### src/sv/depth_pixel_backprojection_unit_defines.svh
// assertion macros shared by the depth pixel back-projection unit
// expects a clock named clk and an active-low reset named arst_n in scope
`ifndef DEPTH_PIXEL_BACKPROJECTION_UNIT_DEFINES_SVH
`define DEPTH_PIXEL_BACKPROJECTION_UNIT_DEFINES_SVH

// consequent must hold in the same cycle as the antecedent
`define DPBU_ASSERT_NOW(lbl, ante, cons, msg) \
	lbl: assert property (@(posedge clk) disable iff (!arst_n) (ante) |-> (cons)) \
		else $error(msg);

// consequent must hold in the cycle after the antecedent
`define DPBU_ASSERT_NEXT(lbl, ante, cons, msg) \
	lbl: assert property (@(posedge clk) disable iff (!arst_n) (ante) |=> (cons)) \
		else $error(msg);

`endif

### src/sv/dpbu_pkg.sv
// shared types, widths and constants of the depth pixel back-projection unit
// no dependencies
package dpbu_pkg;

	// field widths
	localparam int ROW_W      = 9;
	localparam int COL_W      = 10;
	localparam int DEPTH_W    = 16;
	localparam int COLOR_W    = 8;
	localparam int WORLD_W    = 20;
	localparam int CFG_IDX_W  = 3;
	localparam int CFG_DATA_W = 64;
	localparam int HALF_W     = 16;

	// image geometry and subsampling
	localparam int IMAGE_WIDTH    = 640;
	localparam int IMAGE_HEIGHT   = 480;
	localparam int SUBSAMPLE_STEP = 3;
	localparam int GEOM_W         = 13;
	localparam logic [GEOM_W-1:0] IMG_W = GEOM_W'(IMAGE_WIDTH);
	localparam logic [GEOM_W-1:0] IMG_H = GEOM_W'(IMAGE_HEIGHT);

	// grid test by reciprocal multiply, exact for values below 2**GRID_W
	localparam int GRID_W      = 10;
	localparam int GRID_SHIFT  = 20;
	localparam int GRID_PROD_W = GRID_W + GRID_SHIFT + 1;
	localparam int GRID_RECIP  = (2**GRID_SHIFT + SUBSAMPLE_STEP - 1) / SUBSAMPLE_STEP;
	localparam logic [GRID_PROD_W-1:0] GRID_RECIP_L = GRID_PROD_W'(GRID_RECIP);
	localparam logic [GRID_PROD_W-1:0] GRID_STEP_L  = GRID_PROD_W'(SUBSAMPLE_STEP);

	// camera-space arithmetic
	localparam int PROD_W     = 2 * DEPTH_W;        // |pix*16 - centre| * depth
	localparam int NUM_W      = PROD_W + 5;         // *16 plus half divisor
	localparam int DIV_BITS   = 2;                  // quotient bits per divider stage
	localparam int DIV_STAGES = (NUM_W + DIV_BITS - 1) / DIV_BITS;
	localparam int DIV_W      = DIV_STAGES * DIV_BITS;
	localparam int COORD_W    = DIV_W;              // signed camera x/y in 1/16 mm

	// saturation bounds of a world coordinate
	localparam int WORLD_MAX = 2**(WORLD_W-1) - 1;
	localparam int WORLD_MIN = -(2**(WORLD_W-1));

	localparam int QUEUE_DEPTH_DEF = 4;

	typedef enum logic [CFG_IDX_W-1:0] {
		REG_MIN_DEPTH  = 3'd0,
		REG_MAX_DEPTH  = 3'd1,
		REG_FOCAL      = 3'd2,
		REG_CENTER     = 3'd3,
		REG_POSE_X     = 3'd4,
		REG_POSE_Y     = 3'd5,
		REG_POSE_Z     = 3'd6
	} cfg_reg_t;

	typedef struct packed {
		logic [2:0][CFG_DATA_W-1:0] pose;       // [0] world x row .. [2] world z row
		logic [2*HALF_W-1:0]        center;     // cy high, cx low
		logic [2*HALF_W-1:0]        focal;      // fy high, fx low
		logic [DEPTH_W-1:0]         max_depth;
		logic [DEPTH_W-1:0]         min_depth;
	} cfg_t;

	localparam cfg_t CFG_RESET = '{
		pose:      {64'h0000_4000_0000_0000, 64'h0000_0000_4000_0000,
		            64'h0000_0000_0000_4000},
		center:    32'h0EF8_13F8,
		focal:     32'h20D0_2418,
		max_depth: 16'd10000,
		min_depth: 16'd10
	};

	typedef struct packed {
		logic [COLOR_W-1:0] red;
		logic [COLOR_W-1:0] green;
		logic [COLOR_W-1:0] blue;
	} rgb_t;

	// one kept pixel handed from front to back
	typedef struct packed {
		logic [NUM_W-1:0]   num_x;
		logic               neg_x;
		logic [NUM_W-1:0]   num_y;
		logic               neg_y;
		logic [DEPTH_W-1:0] depth;
		rgb_t               rgb;
	} qent_t;

	// true when x is a multiple of the subsample step
	function automatic logic on_grid(input logic [GRID_W-1:0] x);
		logic [GRID_PROD_W-1:0] prod;
		logic [GRID_W-1:0]      quo;
		logic [GRID_PROD_W-1:0] back;
		prod = GRID_PROD_W'(x) * GRID_RECIP_L;
		quo  = prod[GRID_SHIFT +: GRID_W];
		back = GRID_PROD_W'(quo) * GRID_STEP_L;
		return back[GRID_W-1:0] == x;
	endfunction

endpackage

### src/sv/dpbu_front.sv
// front end: takes pixel beats, drops the ones off grid or out of range,
// forms divider numerators for kept pixels; uses dpbu_pkg
module dpbu_front
	import dpbu_pkg::*;
(
	input  logic               clk,
	input  logic               arst_n,
	input  cfg_t               cfg,
	input  logic               in_valid,
	output logic               in_stall,
	input  logic [ROW_W-1:0]   pixel_row,
	input  logic [COL_W-1:0]   pixel_col,
	input  logic [DEPTH_W-1:0] depth_mm,
	input  logic [COLOR_W-1:0] in_red,
	input  logic [COLOR_W-1:0] in_green,
	input  logic [COLOR_W-1:0] in_blue,
	input  logic               q_full,
	output logic               push,
	output qent_t              push_data
);

	localparam int DX_W = DEPTH_W + 2;

	logic                     en;
	logic                     keep;
	logic signed [DX_W-1:0]   dx;
	logic signed [DX_W-1:0]   dy;
	logic signed [DX_W-1:0]   dx_abs;
	logic signed [DX_W-1:0]   dy_abs;

	logic                     v_s1;
	logic [DEPTH_W-1:0]       dxm_s1;
	logic                     dxn_s1;
	logic [DEPTH_W-1:0]       dym_s1;
	logic                     dyn_s1;
	logic [DEPTH_W-1:0]       depth_s1;
	rgb_t                     rgb_s1;

	logic                     v_s2;
	logic [PROD_W-1:0]        px_s2;
	logic                     nx_s2;
	logic [PROD_W-1:0]        py_s2;
	logic                     ny_s2;
	logic [DEPTH_W-1:0]       depth_s2;
	rgb_t                     rgb_s2;

	// hold everything while a kept pixel waits on a full queue
	assign en       = !(v_s2 && q_full);
	assign in_stall = !en;
	assign push     = v_s2 && !q_full;

	always_comb begin
		keep = ({{(GEOM_W-ROW_W){1'b0}}, pixel_row} < IMG_H)
			&& ({{(GEOM_W-COL_W){1'b0}}, pixel_col} < IMG_W)
			&& on_grid({{(GRID_W-ROW_W){1'b0}}, pixel_row})
			&& on_grid(pixel_col)
			&& (depth_mm >= cfg.min_depth)
			&& (depth_mm <= cfg.max_depth);
		dx = $signed({{(DX_W-COL_W-4){1'b0}}, pixel_col, 4'b0000})
			- $signed({2'b00, cfg.center[HALF_W-1:0]});
		dy = $signed({{(DX_W-ROW_W-4){1'b0}}, pixel_row, 4'b0000})
			- $signed({2'b00, cfg.center[2*HALF_W-1:HALF_W]});
		dx_abs = dx[DX_W-1] ? -dx : dx;
		dy_abs = dy[DX_W-1] ? -dy : dy;
	end

	always_ff @(posedge clk or negedge arst_n) begin
		if (!arst_n) begin
			v_s1 <= 1'b0;
			v_s2 <= 1'b0;
		end else if (en) begin
			v_s1 <= in_valid && keep;
			v_s2 <= v_s1;
		end
	end

	always_ff @(posedge clk) begin
		if (en) begin
			dxm_s1   <= dx_abs[DEPTH_W-1:0];
			dxn_s1   <= dx[DX_W-1];
			dym_s1   <= dy_abs[DEPTH_W-1:0];
			dyn_s1   <= dy[DX_W-1];
			depth_s1 <= depth_mm;
			rgb_s1   <= '{red: in_red, green: in_green, blue: in_blue};
			px_s2    <= PROD_W'(dxm_s1) * PROD_W'(depth_s1);
			nx_s2    <= dxn_s1;
			py_s2    <= PROD_W'(dym_s1) * PROD_W'(depth_s1);
			ny_s2    <= dyn_s1;
			depth_s2 <= depth_s1;
			rgb_s2   <= rgb_s1;
		end
	end

	// scale by 16 and add half the focal length for round to nearest
	always_comb begin
		push_data.num_x = {1'b0, px_s2, 4'b0000}
			+ NUM_W'(cfg.focal[HALF_W-1:1]);
		push_data.neg_x = nx_s2;
		push_data.num_y = {1'b0, py_s2, 4'b0000}
			+ NUM_W'(cfg.focal[2*HALF_W-1:HALF_W+1]);
		push_data.neg_y = ny_s2;
		push_data.depth = depth_s2;
		push_data.rgb   = rgb_s2;
	end

endmodule

### config.mk
export PLATFORM = sky130hd
export DESIGN_NAME = dpbu_front
export DESIGN_NICKNAME = d
export VERILOG_FILES = /design/src/sv/depth_pixel_backprojection_unit_defines.svh /design/src/sv/dpbu_pkg.sv /design/src/sv/dpbu_front.sv
export SDC_FILE = /design/constraint.sdc
export NUM_CORES = 2
export LEC_CHECK = 0
export ABC_AREA = 1
export BUFFER_PORTS_ARGS = -buffer_cell sky130_fd_sc_hd__buf_4
export CELL_PAD_IN_SITES_DETAIL_PLACEMENT = 1
export CELL_PAD_IN_SITES_GLOBAL_PLACEMENT = 2
export CORE_MARGIN = 4
export CORE_UTILIZATION = 39
export CTS_CLUSTER_DIAMETER = 50
export DETAILED_ROUTE_END_ITERATION = 8
export HOLD_SLACK_MARGIN = 0.15
export PLACE_DENSITY_LB_ADDON = 0.1
export SYNTH_ARGS = -nofsm -noshare
export SYNTH_HDL_FRONTEND = slang
export SYNTH_SLANG_ARGS = --single-unit
### constraint.sdc
create_clock -name clk -period 13.1 [get_ports clk]
set_clock_uncertainty 0.05 [all_clocks]
set_input_delay 0 -clock clk [delete_from_list [all_inputs] [get_ports clk]]
set_output_delay 0 -clock clk [all_outputs]
set_load 0.01 [all_outputs]
# [After elaboration in Yosys (flattened, before gate mapping)]
# Cells that the tools add are included.
[totals] ramBits=0 memories=0 inputBits=351 latchBits=0 wordCells=47 ff_bits=182 rom_bits=0
[classes] n_div=0 bitwise_logic=0 order_cmp=4 n_mul=6 add_sub_neg=6 reduce_logical=9 shifts=0 mux=2 n_eq_ne=2
[op_table] op="$add A36 B15 Y37" n=2
[op_table] op="$mul A16 B16 Y32" n=2
[op_table] op="$mux W16" n=2
[op_table] op="$neg A16 Y16" n=2
[op_table] op="$mul A10 B18 Y28 const B" n=1
[op_table] op="$mul A9 B18 Y27 const B" n=1
[op_table] op="$sub A13 B16 Y17" n=1
[op_table] op="$sub A14 B16 Y17" n=1
[op_table] op="$ge A16 B16 Y1" n=1
[op_table] op="$le A16 B16 Y1" n=1
[op_table] op="$eq A10 B10 Y1" n=1
[op_table] op="$eq A10 B9 Y1" n=1
[op_table] op="$lt A10 B10 Y1 const B" n=1
[op_table] op="$mul A8 B2 Y10 const B" n=1
[op_table] op="$mul A9 B2 Y10 const B" n=1
[op_table] op="$lt A9 B9 Y1 const B" n=1
[op_table] op="$logic_and A1 B1 Y1" n=8
[op_table] op="$logic_not A1 Y1" n=1

# [Depth between registers and ports, before layout]
[logic_depth] word_depth=8 ltp_mapped=35 mapped_depth_nobuf=35

# [Least setup slack after synthesis]
# No wires, ideal clock.
[synth_path] kind="register to register" start="reg dym_s1[11]" end="reg py_s2[29] (data pin)" synth_period_minus_slack_ns=5.785 setup_slack_ns=7.315 arrival_ns=5.478 stages_incl_launch_ff=22 path_cell_list="edfxtp_1 clkbuf_1 clkbuf_1 nand2_1 fa_1 inv_1 fa_1 fa_1 fa_1 inv_1 fa_1 inv_1 fa_1 ha_1 a21o_1 a31oi_1 nand3_1 a21boi_0 o21ai_0 nand3_1 nand2_1 xor2_1"
[synth_between] elab_chain_cells=1
[synth_rtl] element="start: declaration" line_no="dpbu_front.sv:34" source="logic [DEPTH_W-1:0] dym_s1;"
[synth_rtl] element="start signal: assignment" line_no="dpbu_front.sv:81" source="dym_s1 <= dy_abs[DEPTH_W-1:0];"
[synth_rtl] element="$mul A16 B16 Y32" line_no="dpbu_front.sv:87" source="py_s2 <= PROD_W'(dym_s1) * PROD_W'(depth_s1);"
[synth_rtl] element="end signal: assignment" line_no="dpbu_front.sv:87"
[synth_rtl] element="end: declaration" line_no="dpbu_front.sv:42" source="logic [PROD_W-1:0] py_s2;"
# Every way passes these cells.
# A chain may end at the register's enable or synchronous reset.

# [Worst setup path after layout]
[layout_path] start="reg dxm_s1[9]" end="reg px_s2[30] (data pin)"
[layout_between] elab_chain_cells=1
[layout_rtl] element="start: declaration" line_no="dpbu_front.sv:32" source="logic [DEPTH_W-1:0] dxm_s1;"
[layout_rtl] element="start signal: assignment" line_no="dpbu_front.sv:79" source="dxm_s1 <= dx_abs[DEPTH_W-1:0];"
[layout_rtl] element="$mul A16 B16 Y32" line_no="dpbu_front.sv:85" source="px_s2 <= PROD_W'(dxm_s1) * PROD_W'(depth_s1);"
[layout_rtl] element="end signal: assignment" line_no="dpbu_front.sv:85"
[layout_rtl] element="end: declaration" line_no="dpbu_front.sv:40" source="logic [PROD_W-1:0] px_s2;"
# Every way passes these cells.

==> summary.md <==
| Metric | Value |
|---|---|
| Vias in the first global route | between 20000 and 30000 |
| Seq/Total Area, Yosys | 0.164 |
| CTS Buf Count | 17 |
| Clock-pin slew on the worst setup and hold paths | 0.07 ns |
| I/O pin total | between 400 and 500 |
| Req. time, crit path | 13.30 ns |
| Initial antenna violation count | 9 |
| CTS root buf | clkbuf_16 |
| Warnings, synthesis | 0 |
| Total of max-cap violations | 0 |
| DR iter-0 viols | 851 |
| Final WL | 95900 µm |
| First-pass GRT wire length | ~160000 µm |
| Mean post-synth cell area | slightly above 8 µm² |
| Setup CP Type | register to register |
| Syn_nets | 5312 |
| GP Congestion | 0.829 |
| Cells after Synth | approximately 4100 |
| Initial Util | 0.395 |
| Status | finished clean |
| CTS sink count | around 180 |
| Wirelength per Cell | between 15 and 20 µm |
| Endpoints failing hold | 0 |
| Global Route Usage Sum | 0.219 |
| CP endpoint kind | register |
| Hold WC Path Type | primary input to register |
| CTS tree | yes |
| Clk_lat worst skew | roughly 0.51 ns |
| Final Cycle Share | 0.502 |
| Via density | between 4 and 5 |
| Nets | around 5600 |
| Netlist cell types | between 50 and 60 |
| Die X | approximately 300 µm |
| Data arrival, critical path | about 6.8 ns |
| Busiest grt layer | met2 |
| Vias | about 27000 |
| Fill count | just over 10000 |
| Slew @ Worst Pin | between 0.9 and 1 ns |
| EDFF count, synth | 180 |
| RSZ-0062 raised after global routing | false |
| Critical Path Start Type | register |
| Largest net degree at the start of global routing | 69 |
| Synth Flop Type | edfxtp_1 |
| Crit Path Max Fanout | 16 |
| IO buf count | about 260 |
| Setup Viol. Count Final | 0 |
| Die area | 89900 µm² |
| Grt total ovfl | 0 |
| Setup TNS | 0 ns |
| ANT nets after route | 0 |
| FP Rows | 106 |
| Mapped cell area | between 30000 and 40000 µm² |
| Drc violations | 0 |
| Layout cells sized above 1 | 0.0886 |
| Die Ht | 300 µm |
| Maximum clock frequency | between 150 and 200 MHz |
| R2R Setup Slk | around 6.5 ns |
| Layout area overhead | 13.6% |
| Max_slew headroom | 0.370 |
| Fin. max-slew vios | 0 |
| Core Footprint | about 84000 µm² |
| M1 GR Usage | 0.285 |
| Asr flop ratio synth | 0.0110 |
| Met2 GRT Util | 0.395 |
| Min Tclk post-route | 6.57 ns |
| Synthesized flop and latch total | between 150 and 200 |
| Clock Path Buffers | 2 |
| GR Util met3 | 0.0271 |
| Pre-antenna DRT Iters | 5 |
| Hpwl dp | 78700 µm |
| H-tree Lvls | 4 |
Yosys cell counts, drive strengths merged, types with 7 or more instances:
master	n	share of area
a21boi	9	0.0020
nand2	1022	0.12
o21ai	79	0.012
xor2	98	0.028
ha	411	0.15
nand3	115	0.019
nand3b	18	0.0044
nor3	29	0.0059
o211ai	7	0.0016
a31oi	8	0.0015
inv	1022	0.12
nor2	177	0.021
o21bai	10	0.0023
o21a	8	0.0018
a21o	10	0.0023
nand4	54	0.010
xnor2	68	0.019
fa	449	0.27
a21oi	178	0.027
clkbuf	113	0.013
buf	13	0.0031
edfxtp	180	0.16
per-layer routing:
metal	part of all wire	vias to the layer above
li1	-	13000
met1	0.45	13200
met2	0.51	283
met3	0.027	94
met4	0.016	14
met5	0.00086	-
logic make-up after synthesis:
family / after synthesis / synth area share
simple gates: 1427 / 0.179
buf+inv: 1148 / 0.131
fa+ha+maj: 860 / 0.425
compound gates: 317 / 0.0527
flops: 182 / 0.164
xor+xnor: 167 / 0.0475
stage by stage:
stage / cell area, µm² / hold slack, ns / setup WS, ns / std cells / util
4_1_cts: 37700 / 0.151 / 6.53 / 5512 / 0.449
5_1_grt: 37700 / 0.178 / 6.09 / 5513 / 0.449
3_5_place_dp: 36300 / -0.264 / 6.51 / 5394 / 0.431
6_report: 37700 / 0.195 / 6.53 / 5513 / 0.449
2_1_floorplan: 33200 / -0.346 / 7.32 / 4101 / -
3_3_place_gp: 36300 / -0.266 / 6.54 / 5394 / 0.431
path summary, 6_finish.rpt:
| check | start | endpoint | depth (start not counted) |
|---|---|---|---|
| worst max-delay path | dxm_s1[9] | px_s2[30] | 22 |
| worst min-delay path | in_blue[5] | rgb_s1[5] | 2 |
| worst max register to register | dxm_s1[9] | px_s2[30] | 22 |
| worst min register to register | rgb_s1[7] | push_data[7] | 0 |
| max in group asynchronous | arst_n | v_s1 | 3 |
| min in group asynchronous | arst_n | v_s2 | 3 |
registers in the layout, summed over array words and instances, names as in the netlist, 16 cells and up:
register	flops
depth_s1	16
depth_s2	16
dxm_s1	16
dym_s1	16
push_data	24
px_s2	32
py_s2	32
rgb_s1	24
worst max-delay path: stages, from the launching register on:
cell and delay [ns]:
edfxtp_1 0.93, nand2_1 0.18, fa_1 0.54, inv_1 0.06, fa_1 0.54, inv_1 0.06, fa_1 0.49, fa_1 0.56
inv_1 0.06, fa_1 0.49, inv_1 0.05, fa_1 0.48, inv_1 0.04, ha_1 0.35, a21oi_1 0.31, nor2_1 0.07
o21ai_0 0.16, nand2_1 0.07, a21oi_1 0.24, o21ai_0 0.25, nand3_1 0.13, nand2_1 0.07, xor2_1 0.14
cell usage in the layout, fill, tap and decap left out, drive strengths merged, types with 10 or more instances in the layout:
cell type / count
a21o: 10
a21oi: 178
buf: 285
clkbuf: 17
dlygate4sd3: 86
edfxtp: 180
fa: 449
ha: 411
inv: 1029
nand2: 1022
nand3: 115
nand3b: 18
nand4: 54
nor2: 177
nor3: 29
o21ai: 79
o21bai: 10
xnor2: 68
xor2: 98
final cells by class:
cell class,count,area (µm²),share of cell area
Antenna cell,1,2.50,0.0000663
Clock buffer,17,425,0.0113
Inverter,1022,3840,0.102
Multi-Input combinational cell,2771,23400,0.620
Timing Repair Buffer,371,3000,0.0795
Sequential cell,182,5460,0.145
Clock inverter,15,183,0.00484
Tap cell,1134,1420,0.0376
what timing repair did:
action | CTS | global route
buffers inserted | 0 | 0
hold endpoints to repair | 83 | 0
hold buffers | 86 | 0
resized for setup | 0 | 0
Power is left out: the tool's default activity adds up to more than one toggle a clock period on the data nets, which glitch-free logic cannot reach.
