<file path="src/sv/depth_pixel_backprojection_unit_defines.svh">
// assertion macros shared by the depth pixel back-projection unit
// expects a clock named clk and an active-low reset named arst_n in scope
`ifndef DEPTH_PIXEL_BACKPROJECTION_UNIT_DEFINES_SVH
`define DEPTH_PIXEL_BACKPROJECTION_UNIT_DEFINES_SVH

// consequent must hold in the same cycle as the antecedent
`define DPBU_ASSERT_NOW(lbl, ante, cons, msg) \
	lbl: assert property (@(posedge clk) disable iff (!arst_n) (ante) |-> (cons)) \
		else $error(msg);

// consequent must hold in the cycle after the antecedent
`define DPBU_ASSERT_NEXT(lbl, ante, cons, msg) \
	lbl: assert property (@(posedge clk) disable iff (!arst_n) (ante) |=> (cons)) \
		else $error(msg);

`endif

</file>
<file path="src/sv/dpbu_pkg.sv">
// shared types, widths and constants of the depth pixel back-projection unit
// no dependencies
package dpbu_pkg;

	// field widths
	localparam int ROW_W      = 9;
	localparam int COL_W      = 10;
	localparam int DEPTH_W    = 16;
	localparam int COLOR_W    = 8;
	localparam int WORLD_W    = 20;
	localparam int CFG_IDX_W  = 3;
	localparam int CFG_DATA_W = 64;
	localparam int HALF_W     = 16;

	// image geometry and subsampling
	localparam int IMAGE_WIDTH    = 640;
	localparam int IMAGE_HEIGHT   = 480;
	localparam int SUBSAMPLE_STEP = 3;
	localparam int GEOM_W         = 13;
	localparam logic [GEOM_W-1:0] IMG_W = GEOM_W'(IMAGE_WIDTH);
	localparam logic [GEOM_W-1:0] IMG_H = GEOM_W'(IMAGE_HEIGHT);

	// grid test by reciprocal multiply, exact for values below 2**GRID_W
	localparam int GRID_W      = 10;
	localparam int GRID_SHIFT  = 20;
	localparam int GRID_PROD_W = GRID_W + GRID_SHIFT + 1;
	localparam int GRID_RECIP  = (2**GRID_SHIFT + SUBSAMPLE_STEP - 1) / SUBSAMPLE_STEP;
	localparam logic [GRID_PROD_W-1:0] GRID_RECIP_L = GRID_PROD_W'(GRID_RECIP);
	localparam logic [GRID_PROD_W-1:0] GRID_STEP_L  = GRID_PROD_W'(SUBSAMPLE_STEP);

	// camera-space arithmetic
	localparam int PROD_W     = 2 * DEPTH_W;        // |pix*16 - centre| * depth
	localparam int NUM_W      = PROD_W + 5;         // *16 plus half divisor
	localparam int DIV_BITS   = 2;                  // quotient bits per divider stage
	localparam int DIV_STAGES = (NUM_W + DIV_BITS - 1) / DIV_BITS;
	localparam int DIV_W      = DIV_STAGES * DIV_BITS;
	localparam int COORD_W    = DIV_W;              // signed camera x/y in 1/16 mm

	// saturation bounds of a world coordinate
	localparam int WORLD_MAX = 2**(WORLD_W-1) - 1;
	localparam int WORLD_MIN = -(2**(WORLD_W-1));

	localparam int QUEUE_DEPTH_DEF = 4;

	typedef enum logic [CFG_IDX_W-1:0] {
		REG_MIN_DEPTH  = 3'd0,
		REG_MAX_DEPTH  = 3'd1,
		REG_FOCAL      = 3'd2,
		REG_CENTER     = 3'd3,
		REG_POSE_X     = 3'd4,
		REG_POSE_Y     = 3'd5,
		REG_POSE_Z     = 3'd6
	} cfg_reg_t;

	typedef struct packed {
		logic [2:0][CFG_DATA_W-1:0] pose;       // [0] world x row .. [2] world z row
		logic [2*HALF_W-1:0]        center;     // cy high, cx low
		logic [2*HALF_W-1:0]        focal;      // fy high, fx low
		logic [DEPTH_W-1:0]         max_depth;
		logic [DEPTH_W-1:0]         min_depth;
	} cfg_t;

	localparam cfg_t CFG_RESET = '{
		pose:      {64'h0000_4000_0000_0000, 64'h0000_0000_4000_0000,
		            64'h0000_0000_0000_4000},
		center:    32'h0EF8_13F8,
		focal:     32'h20D0_2418,
		max_depth: 16'd10000,
		min_depth: 16'd10
	};

	typedef struct packed {
		logic [COLOR_W-1:0] red;
		logic [COLOR_W-1:0] green;
		logic [COLOR_W-1:0] blue;
	} rgb_t;

	// one kept pixel handed from front to back
	typedef struct packed {
		logic [NUM_W-1:0]   num_x;
		logic               neg_x;
		logic [NUM_W-1:0]   num_y;
		logic               neg_y;
		logic [DEPTH_W-1:0] depth;
		rgb_t               rgb;
	} qent_t;

	// true when x is a multiple of the subsample step
	function automatic logic on_grid(input logic [GRID_W-1:0] x);
		logic [GRID_PROD_W-1:0] prod;
		logic [GRID_W-1:0]      quo;
		logic [GRID_PROD_W-1:0] back;
		prod = GRID_PROD_W'(x) * GRID_RECIP_L;
		quo  = prod[GRID_SHIFT +: GRID_W];
		back = GRID_PROD_W'(quo) * GRID_STEP_L;
		return back[GRID_W-1:0] == x;
	endfunction

endpackage

</file>
<file path="src/sv/dpbu_queue.sv">
// short queue of kept pixels between front and back
// uses dpbu_pkg and the assertion macros header
`include "depth_pixel_backprojection_unit_defines.svh"

module dpbu_queue
	import dpbu_pkg::*;
#(
	parameter int DEPTH = QUEUE_DEPTH_DEF
) (
	input  logic  clk,
	input  logic  arst_n,
	input  logic  push,
	input  qent_t push_data,
	input  logic  pop,
	output qent_t head,
	output logic  full,
	output logic  empty
);

	localparam int PTR_W = (DEPTH > 1) ? $clog2(DEPTH) : 1;
	localparam int CNT_W = $clog2(DEPTH + 1);
	localparam logic [PTR_W-1:0] PTR_LAST = PTR_W'(DEPTH - 1);

	qent_t             mem_q [DEPTH];
	logic [PTR_W-1:0]  wptr_q;
	logic [PTR_W-1:0]  rptr_q;
	logic [CNT_W-1:0]  cnt_q;

	assign full  = (cnt_q == CNT_W'(DEPTH));
	assign empty = (cnt_q == '0);
	assign head  = mem_q[rptr_q];

	always_ff @(posedge clk or negedge arst_n) begin
		if (!arst_n) begin
			wptr_q <= '0;
			rptr_q <= '0;
			cnt_q  <= '0;
		end else begin
			if (push) begin
				wptr_q <= (wptr_q == PTR_LAST) ? '0 : wptr_q + 1'b1;
			end
			if (pop) begin
				rptr_q <= (rptr_q == PTR_LAST) ? '0 : rptr_q + 1'b1;
			end
			case ({push, pop})
				2'b10:   cnt_q <= cnt_q + 1'b1;
				2'b01:   cnt_q <= cnt_q - 1'b1;
				default: cnt_q <= cnt_q;
			endcase
		end
	end

	always_ff @(posedge clk) begin
		if (push) begin
			mem_q[wptr_q] <= push_data;
		end
	end

	`DPBU_ASSERT_NOW(a_push_not_full, push, !full, "push into a full queue")
	`DPBU_ASSERT_NOW(a_pop_not_empty, pop, !empty, "pop from an empty queue")
	`DPBU_ASSERT_NEXT(a_fill_count, push && !pop, cnt_q == $past(cnt_q) + 1'b1, "fill count slip")
	`DPBU_ASSERT_NEXT(a_drain_count, pop && !push, cnt_q == $past(cnt_q) - 1'b1, "drain count slip")

endmodule

</file>
<file path="config.mk">
export PLATFORM = sky130hd
export DESIGN_NAME = dpbu_queue
export DESIGN_NICKNAME = d
export VERILOG_FILES = /design/src/sv/dpbu_pkg.sv /design/src/sv/dpbu_queue.sv
export VERILOG_INCLUDE_DIRS = /design/src /design/src/sv
export SDC_FILE = /design/constraint.sdc
export NUM_CORES = 1
export LEC_CHECK = 0
export BUFFER_PORTS_ARGS = -buffer_cell sky130_fd_sc_hd__clkbuf_2
export CORE_ASPECT_RATIO = 1.2
export CORE_MARGIN = 1
export CORE_UTILIZATION = 61
export CTS_CLUSTER_DIAMETER = 100
export DETAILED_ROUTE_END_ITERATION = 10
export PLACE_DENSITY_LB_ADDON = 0.1
export SLEW_MARGIN = 20
export SYNTH_ARGS = -nofsm -noshare
export SYNTH_HDL_FRONTEND = slang
export SYNTH_SLANG_ARGS = --single-unit
</file>
<file path="constraint.sdc">
create_clock -name clk -period 5.6 [get_ports clk]
set_input_delay 0.84 -clock clk [delete_from_list [all_inputs] [get_ports clk]]
set_output_delay 0.84 -clock clk [all_outputs]
set_load 0.01 [all_outputs]
</file>
# == Word-level counts from Yosys, hierarchy flattened ==
# Memory sizes are Yosys's and may differ from the RTL's.
# Cells that the tools add are included.
# word_totals
ff_bits,7
ram_bits,464
inputBits,120
output_inout_bits,118
memories,1
# mem_list
memory,depth,width,rd,rd_ports_with_merged_regs,wr,line_no,rtl
mem_q,4,116,1,0,1,dpbu_queue.sv:24,qent_t mem_q [DEPTH];
# classes
addsub,4
eq_ne,5
muxes,5
n_reduce_logical,2
# op_table
operator,count
$eq A2 B2 Y1 const B,3
$pmux W3 S2,1
$add A2 B1 Y2 const B,2
$mux W2,2
$add A3 B1 Y3 const B,1
$eq A3 B3 Y1 const B,1
$logic_not A3 Y1,1
$sub A3 B1 Y3 const B,1
$eq A2 B1 Y1 const B,1
$mux W1,2
$reduce_bool A2 Y1,1

# == Longest topological paths before layout ==
# Gate-level depths: netlist of run 1.
# depth
word_depth,2
depth_mapped,7
depth_no_buf,7

# == Least setup slack after synthesis of run 1 ==
# OpenSTA, ideal clock, no wires.
# synth_path
path_type,input port to flip-flop
startpoint,input push
endpoint,"memory mem_q[0][0] in the netlist's numbering, enable pin"
setup_time_ns,0.488
t_arrival_ns,3.505
t_required_ns,5.112
path_slack_ns,1.606
stages,1
n_path_buf,0
path_cell_list,and2_1
# synth_between
elab_chain_len,2
# synth_lines
item,line_no,rtl
from (decl),dpbu_queue.sv:12,"input logic push,"
$mux W1,dpbu_queue.sv:54,if (push) begin
$mux W1 (implied by the code),dpbu_queue.sv:55,mem_q[wptr_q] <= push_data;
to (decl),dpbu_queue.sv:24,
# Every way passes these cells.

==> run summary, run 1 <==
Status - finished clean
Wirelength, routed - 30900 µm
Slowest CP cell - dfrtp_4
Final setup vio count - 0
Die width - 155 µm
R2r startpoint - wptr_q[0]
Clock edge transition at the registers on the reported setup and hold paths - 60 ps
Cells after DPL - 1241
Final ANT Viol Nets - 0
# hold bufs at CTS - 0
GRT overflow - 0
Leading cell type in the layout, fill and taps excluded - edfxtp_1
Critical path buffer and inverter count - 2
Clock Tree Buf Depth - 3
Layout cells sized above 1 - 45.2%
Number of distinct library cells after synthesis - 21
Tmin final - 3720 ps
WP data required - 4760 ps
Setup TNS Final - 0 ps
Worst slew pin tran - 1120 ps
Critical Path Sink Type - primary output
Num ports - 238
First-pass GRT wire length - 45900 µm
Slew Limit Fails - 0
Register cell area after layout - 14100 µm²
Drt drc - 0
Critical path's largest stage delay - 1070 ps
Post-synth top area share - 81.4%
Multi-input logic area - 2840 µm²
Die area - 28700 µm²
Worst R2R End - mem_q[0][69]
Detailed Route Iter0 Violations - 502
Post-CTS setup buffer count - 0
Fin crit share - 66.5%
Register area share after synthesis - 82.5%
Gpl congestion - 0.729
Reg2Reg Setup Slack - 3230 ps
Maxcap violations - 0
Hold Path Class - input pin to async pin
VDD IR max - 0.378 mV
Startpoint Class - flip-flop
Initial core utilization - 62.6%
Fillers - 1553
Vias in the first global route - 8139
Largest net degree at the start of global routing - 77
WS Path Type - flip-flop to primary output
Layout area overhead - 17.1%
Antenna violations before repair - 7
Post-CTS sizing - 0
Final HPWL DP - 18800 µm
Core area - 27300 µm²
Seq cells post-synth - 471
Final nets - 1040
Maximum fanout along the worst path - 53
P_leak - 6.89 nW
Root buf cell - clkbuf_16
PwrDens - 512 nW/µm²
Most frequent cells in the layout - 464 x edfxtp_1, 237 x clkbuf_2, 116 x mux4_2
Worst Path Arrival - 2880 ps
CTS HTree Levels - 2
Die height - 185 µm
Final Power - 10.3 mW
Final instance count without filler cells - 1318
CTS tree - done
Synth Instances - 644
Per-instance average area after synthesis - 26.6 µm²
Clk_lat worst skew - 530 ps
Post-synthesis cell area - 17100 µm²
Post-Syn Nets - 771
R2R cell count - 4
# port buffers - 237
Global Route Usage Sum - 21.9%
Crit path cell chain - buf_12 -> mux4_2 -> clkbuf_2
Clk sinks - 471
Post-synth top area cell - edfxtp_1
Vias/cell - 5.78
Top post-synthesis cells by area - edfxtp_1 81%, mux4_2 15%, dfrtp_1 1.0%
Avg WL per Cell - 23.4 µm
Row count - 66
Clk_skew - 12.8 ps
Fin. Hold Viols - 0
RSZ-0062 raised after global routing - false
Delay-heaviest family, CP - flip-flops
Normalized max-slew margin - 25.6%
Peak Freq - 0.268 GHz
Yosys warns - 0
Routed via count - 7623
Num CTS Buffers - 44
Drt pass-1 iters - 7
==> sequential cells by signal (all words and copies together), names as in the netlist <==
signal,flops
mem_q,464
cnt_q,3
rptr_q,2
wptr_q,2
==> how the worst max path moves through the flow <==
stage                         start           to  cells after the start
after floorplan                push  mem_q[0][0]                      1
after global placement    rptr_q[0]     head[30]                      3
after detailed placement  rptr_q[0]     head[30]                      3
after CTS                 rptr_q[0]     head[30]                      3
after global routing      rptr_q[0]     head[30]                      3
final                     rptr_q[0]     head[30]                      3
==> logic make-up (layout without fill, tap and decap cells) <==
family	count (synthesis)	count (layout)	synth area share, %
compound gates	2	2	0.0585
xor+xnor	3	3	0.154
fa+ha+maj	7	7	0.556
buf+inv	32	329	1.00
flops	471	471	82.5
mux	119	119	15.5
other cells	0	3	0
simple gates	10	10	0.314
==> stage by stage <==
stage / hold WS, ps / worst slack, ps / instance area (µm²) / util, %
after floorplan: 457 / 1610 / 17100 / -
after global placement: 473 / 2350 / 18700 / 68.5
after detailed placement: 485 / 2340 / 18700 / 68.5
after CTS: 132 / 1770 / 20000 / 73.3
after global routing: 142 / 1650 / 20000 / 73.3
final: 144 / 1880 / 20000 / 73.3
==> synthesized netlist by cell type, drive strengths merged <==
cell type	n
edfxtp	464
mux4	116
buf	19
clkbuf	7
dfrtp	7
ha	6
inv	6
and2	4
mux2	2
nor2	2
o21ai	2
xor2	2
and3	1
fa	1
mux2i	1
nand2	1
nor3	1
or3	1
xnor2	1
==> routing by layer <==
metal / track usage [%] / up-vias / wire, µm / part of all wire (%)
met5: 0 / - / 43 / 0.14
met4: 7.92 / 6 / 830 / 2.7
met3: 5.94 / 62 / 2280 / 7.4
met2: 37.3 / 248 / 16000 / 52
met1: 27.3 / 3989 / 11700 / 38
li1: - / 3318 / - / -
==> layout make-up <==
class                           instances  share of cell area (%)
Multi-Input combinational cell        141                    14.2
Timing Repair Buffer                  249                    6.43
Clock buffer                           59                    5.88
Sequential cell                       471                    70.4
Inverter                                6                   0.112
Tap cell                              374                    2.34
Antenna cell                            3                  0.0375
Clock inverter                         15                   0.587
==> where the power goes <==
part / leakage, nW / switching (mW) / internal [mW]
Sequential: 4.34 / 0.340 / 4.52
Combinational: 1.92 / 1.38 / 1.30
Clock: 0.628 / 1.16 / 1.56
Note: power is estimated with default switching activity, not from simulation.
==> inputs of run 2 (changes only) <==
--- a/config.mk
+++ b/config.mk
@@ -6,10 +6,11 @@
 export SDC_FILE = /design/constraint.sdc
 export NUM_CORES = 1
 export LEC_CHECK = 0
+export ABC_AREA = 1
 export BUFFER_PORTS_ARGS = -buffer_cell sky130_fd_sc_hd__clkbuf_2
 export CORE_ASPECT_RATIO = 1.2
 export CORE_MARGIN = 1
-export CORE_UTILIZATION = 61
+export CORE_UTILIZATION = 52
 export CTS_CLUSTER_DIAMETER = 100
 export DETAILED_ROUTE_END_ITERATION = 10
 export PLACE_DENSITY_LB_ADDON = 0.1
==> constraint.sdc (replaced) <==
create_clock -name clk -period 3.15 [get_ports clk]
set_input_delay 0.4725 -clock clk [delete_from_list [all_inputs] [get_ports clk]]
set_output_delay 0.4725 -clock clk [all_outputs]
set_load 0.01 [all_outputs]
==> run 2 against run 1 <==
Net effect:
- routed wire length grew 21%
- global-route usage shrank 1.6 points
- hold slack worse by 1.0 ps
- flip-flop and latch count unchanged
- synthesized cell count up 120%
- non-clock buffer count grew 15
- die area increased by 31%
- register-to-register slack lost 2100 ps
- synthesized area rose by 12%
- critical path type unchanged
- largest cell class unchanged
==> run summary, run 2 <==
Initial core utilization - 53.0% (-9.6 points)
First-pass GRT wire length - 57800 µm (+26%)
Slew Limit Fails - 0 (unchanged)
Seq cells post-synth - 471 (unchanged)
Post-synth top area cell - edfxtp_1
Critical path's largest stage delay - 780 ps (-290 ps)
Post-CTS sizing - 0 (unchanged)
Register cell area after layout - 14100 µm² (about the same)
Post-Syn Nets - 1534 (+99%)
Final Power - 19.4 mW (+89%)
Largest net degree at the start of global routing - 86 (+12%)
Biggest register - mem_q
Cell-internal power - 12.9 mW (+74%)
Layout cells sized above 1 - 20.5% (-25 points)
Top_reg_cell synth - edfxtp_1
Most numerous cell in the Yosys netlist - edfxtp_1
Cell count of the worst hold path - 1
Core area - 36000 µm² (+32%)
# port buffers - 237 (unchanged)
# hold bufs at CTS - 1 (+1)
Clock edge transition at the registers on the reported setup and hold paths - 60 ps (about the same)
Most frequent cells in the layout - 464 x edfxtp_1, 361 x nand2_1, 241 x inv_1
Final ANT Viol Nets - 0 (unchanged)
Avg WL per Cell - 17.5 µm (-25%)
Clk_lat worst skew - 540 ps (about the same)
VDD IR max - 0.753 mV (+99%)
Synth Instances - 1407 (+120%)
Placed cell areas - 20600 µm² (+9.9%)
Drt drc - 0 (unchanged)
Post-synth EDFFs - 464 (unchanged)
Clk network pwr share - 25.3% (-1.2 points)
Detailed Route Iter0 Violations - 584 (+16%)
Drt pass-1 iters - 5 (-2)
Num CTS Buffers - 45 (+2.3%)
Final setup vio count - 0 (unchanged)
Worst Path Arrival - 2240 ps (-640 ps)
Slowest CP cell - dfrtp_4
Routed via count - 11000 (+44%)
WS Path Type - flip-flop to primary output
Crit path cell chain - buf_4 -> o211ai_1 -> nand2_1 -> clkbuf_2
Switching part of the total - 33.6% (+5.6 points)
Power share of the combinational group - 31.7% (+5.6 points)
Async SR Flop Fraction - 1.49% (unchanged)
Per-instance average area after synthesis - 13.6 µm² (-49%)
Hold Crit Start - push_data[16]
GRT overflow - 0 (unchanged)
WP data required - 2680 ps (-2080 ps)
Row count - 76 (+15%)
Num ports - 238 (unchanged)
Peak Freq - 0.369 GHz
Clk sinks - 471 (unchanged)
Top post-synthesis cells by area - edfxtp_1 73%, o211ai_1 8.3%, nand2_1 7.1%
Gpl congestion - 0.745 (+2.2%)
Antenna violations before repair - 1 (-6)
Vias/cell - 5.12 (-11%)
Normalized max-slew margin - 61.2% (+36 points)
CTS HTree Levels - 2 (unchanged)
Wirelength, routed - 37500 µm (+21%)
Sequential Power Share - 43.0% (-4.4 points)
Post-synth top area share - 72.9% (-8.5 points)
Post-CTS setup buffer count - 0 (unchanged)
Switching power - 6.52 mW (+130%)
Leading cell type in the layout, fill and taps excluded - edfxtp_1
Max reg flops - 464 (unchanged)
Reg2Reg Setup Slack - 1150 ps (-2080 ps)
CTS tree - done
Root buf cell - clkbuf_16
Hold Path Class - input pin to flip-flop
Vias in the first global route - 10600 (+30%)
Fillers - 2807 (+81%)
Die width - 177 µm (+14%)
Maximum fanout along the worst path - 37 (-30%)
Number of distinct library cells after synthesis - 21 (unchanged)
Fin crit share - 86.0%
Startpoint Class - flip-flop
Worst slew pin tran - 582 ps (-534 ps)
Worst R2R End - mem_q[0][86]
PwrDens - 885 nW/µm² (+73%)
Tmin final - 2710 ps
Setup TNS Final - 0 ps (unchanged)
Final HPWL DP - 22600 µm (+20%)
Global Route Usage Sum - 20.3% (-1.6 points)
Final Cell Area - 21900 µm² (+9.4%)
Critical Path Sink Type - primary output
Yosys warns - 0 (unchanged)
R2R cell count - 5 (+1)
P_leak - 8.90 nW (+29%)
Largest regs - mem_q: 464 flops, cnt_q: 3 flops
Status - finished clean
Register area share after synthesis - 73.8% (-8.6 points)
R2r startpoint - wptr_q[0]
Post-synth top cells - 464 x edfxtp_1, 361 x nand2_1, 245 x inv_1
Fin. Hold Viols - 0 (unchanged)
Multi-input logic area - 3350 µm² (+18%)
Die height - 212 µm (+14%)
RSZ-0062 raised after global routing - false
Clock Tree Buf Depth - 3 (unchanged)
Die area - 37500 µm² (+31%)
Hold Crit Endpoint - mem_q[3][16]
Clk_skew - 10.9 ps (-1.90 ps)
Post-synthesis cell area - 19100 µm² (+12%)
Layout area overhead - 14.7%
Maxcap violations - 0 (unchanged)
Final nets - 1768 (+70%)
==> run 2: changes by cell type in the layout (fill, tap and decap cells not counted), moves of 15 or more <==
cell / previous run / this run
buf_12: 1 / 16
inv_1: 6 / 241
mux4_2: 116 / 0
nand2_1: 1 / 361
o211ai_1: 0 / 212
o211ai_2: 0 / 20
==> run 2: critical path: cells and delay by family (launching register included) <==
| kind | cells | cell delay [ps] |
|---|---|---|
| and+or+nand+nor | 1 | 150 |
| DFF | 1 | 780 |
| AOI/OAI and AO/OA | 1 | 150 |
| buffers and inverters | 2 | 580 |
==> run 2: routing by layer <==
layer | routed length (µm) | up-vias | track usage, % | share of wire (%)
li1 | - | 5405 | - | -
met1 | 16000 | 5297 | 26.3 | 43
met2 | 18600 | 223 | 34.3 | 50
met3 | 2120 | 54 | 4.42 | 5.6
met4 | 800 | 0 | 6.09 | 2.1
met5 | 0 | - | 0 | 0
==> run 2: cell families (layout without fill, tap and decap cells) <==
| family | count (synthesis) | count (layout) | synth area share [%] |
|---|---|---|---|
| buffers and inverters | 324 | 589 | 8.62 |
| AND/OR/NAND/NOR | 367 | 367 | 7.24 |
| adder cells (fa/ha/maj) | 7 | 7 | 0.498 |
| AO/OA/AOI/OAI | 237 | 237 | 9.77 |
| flip-flops | 471 | 471 | 73.8 |
| XOR/XNOR | 1 | 1 | 0.0458 |
| other | 0 | 3 | 0 |
==> run 2: final cells by class <==
| cell class | count | share of cell area, % |
|---|---|---|
| Clock inverter | 24 | 0.697 |
| Inverter | 247 | 4.34 |
| Clock buffer | 54 | 5.29 |
| Timing Repair Buffer | 264 | 7.26 |
| Multi-Input combinational cell | 612 | 15.3 |
| Sequential cell | 471 | 64.4 |
| Tap cell | 468 | 2.67 |
| Antenna cell | 3 | 0.0343 |
==> run 2: per-stage QoR <==
| stage | hold WS (ps) | utilization [%] | setup WS, ps | instances |
|---|---|---|---|---|
| 6_report | 143 | 60.8 | 441 | 2143 |
| 3_5_place_dp | 322 | 57.1 | 1010 | 2061 |
| 3_3_place_gp | 323 | 57.1 | 1010 | 2061 |
| 5_1_grt | 126 | 60.8 | 284 | 2140 |
| 2_1_floorplan | 177 | - | 300 | 1407 |
| 4_1_cts | 115 | 60.8 | 415 | 2140 |
==> run 2: worst max path at each step <==
stage | endpoint | slack [ps] | startpoint
final | head[6] | 440 | rptr_q[1]
after global placement | head[6] | 1010 | rptr_q[1]
after detailed placement | head[6] | 1010 | rptr_q[1]
after floorplan | mem_q[3][0] | 300 | push
after global routing | head[7] | 280 | rptr_q[0]
after CTS | head[6] | 410 | rptr_q[1]
==> run 2: power by group through the flow <==
stage	registers (mW)	clock network, mW	logic [mW]
6_report	8.34	4.90	6.14
4_1_cts	8.35	5.04	6.31
3_3_place_gp	8.45	0	6.20
2_1_floorplan	8.40	0	4.30
3_5_place_dp	8.48	0	6.28
5_1_grt	8.43	5.24	6.86
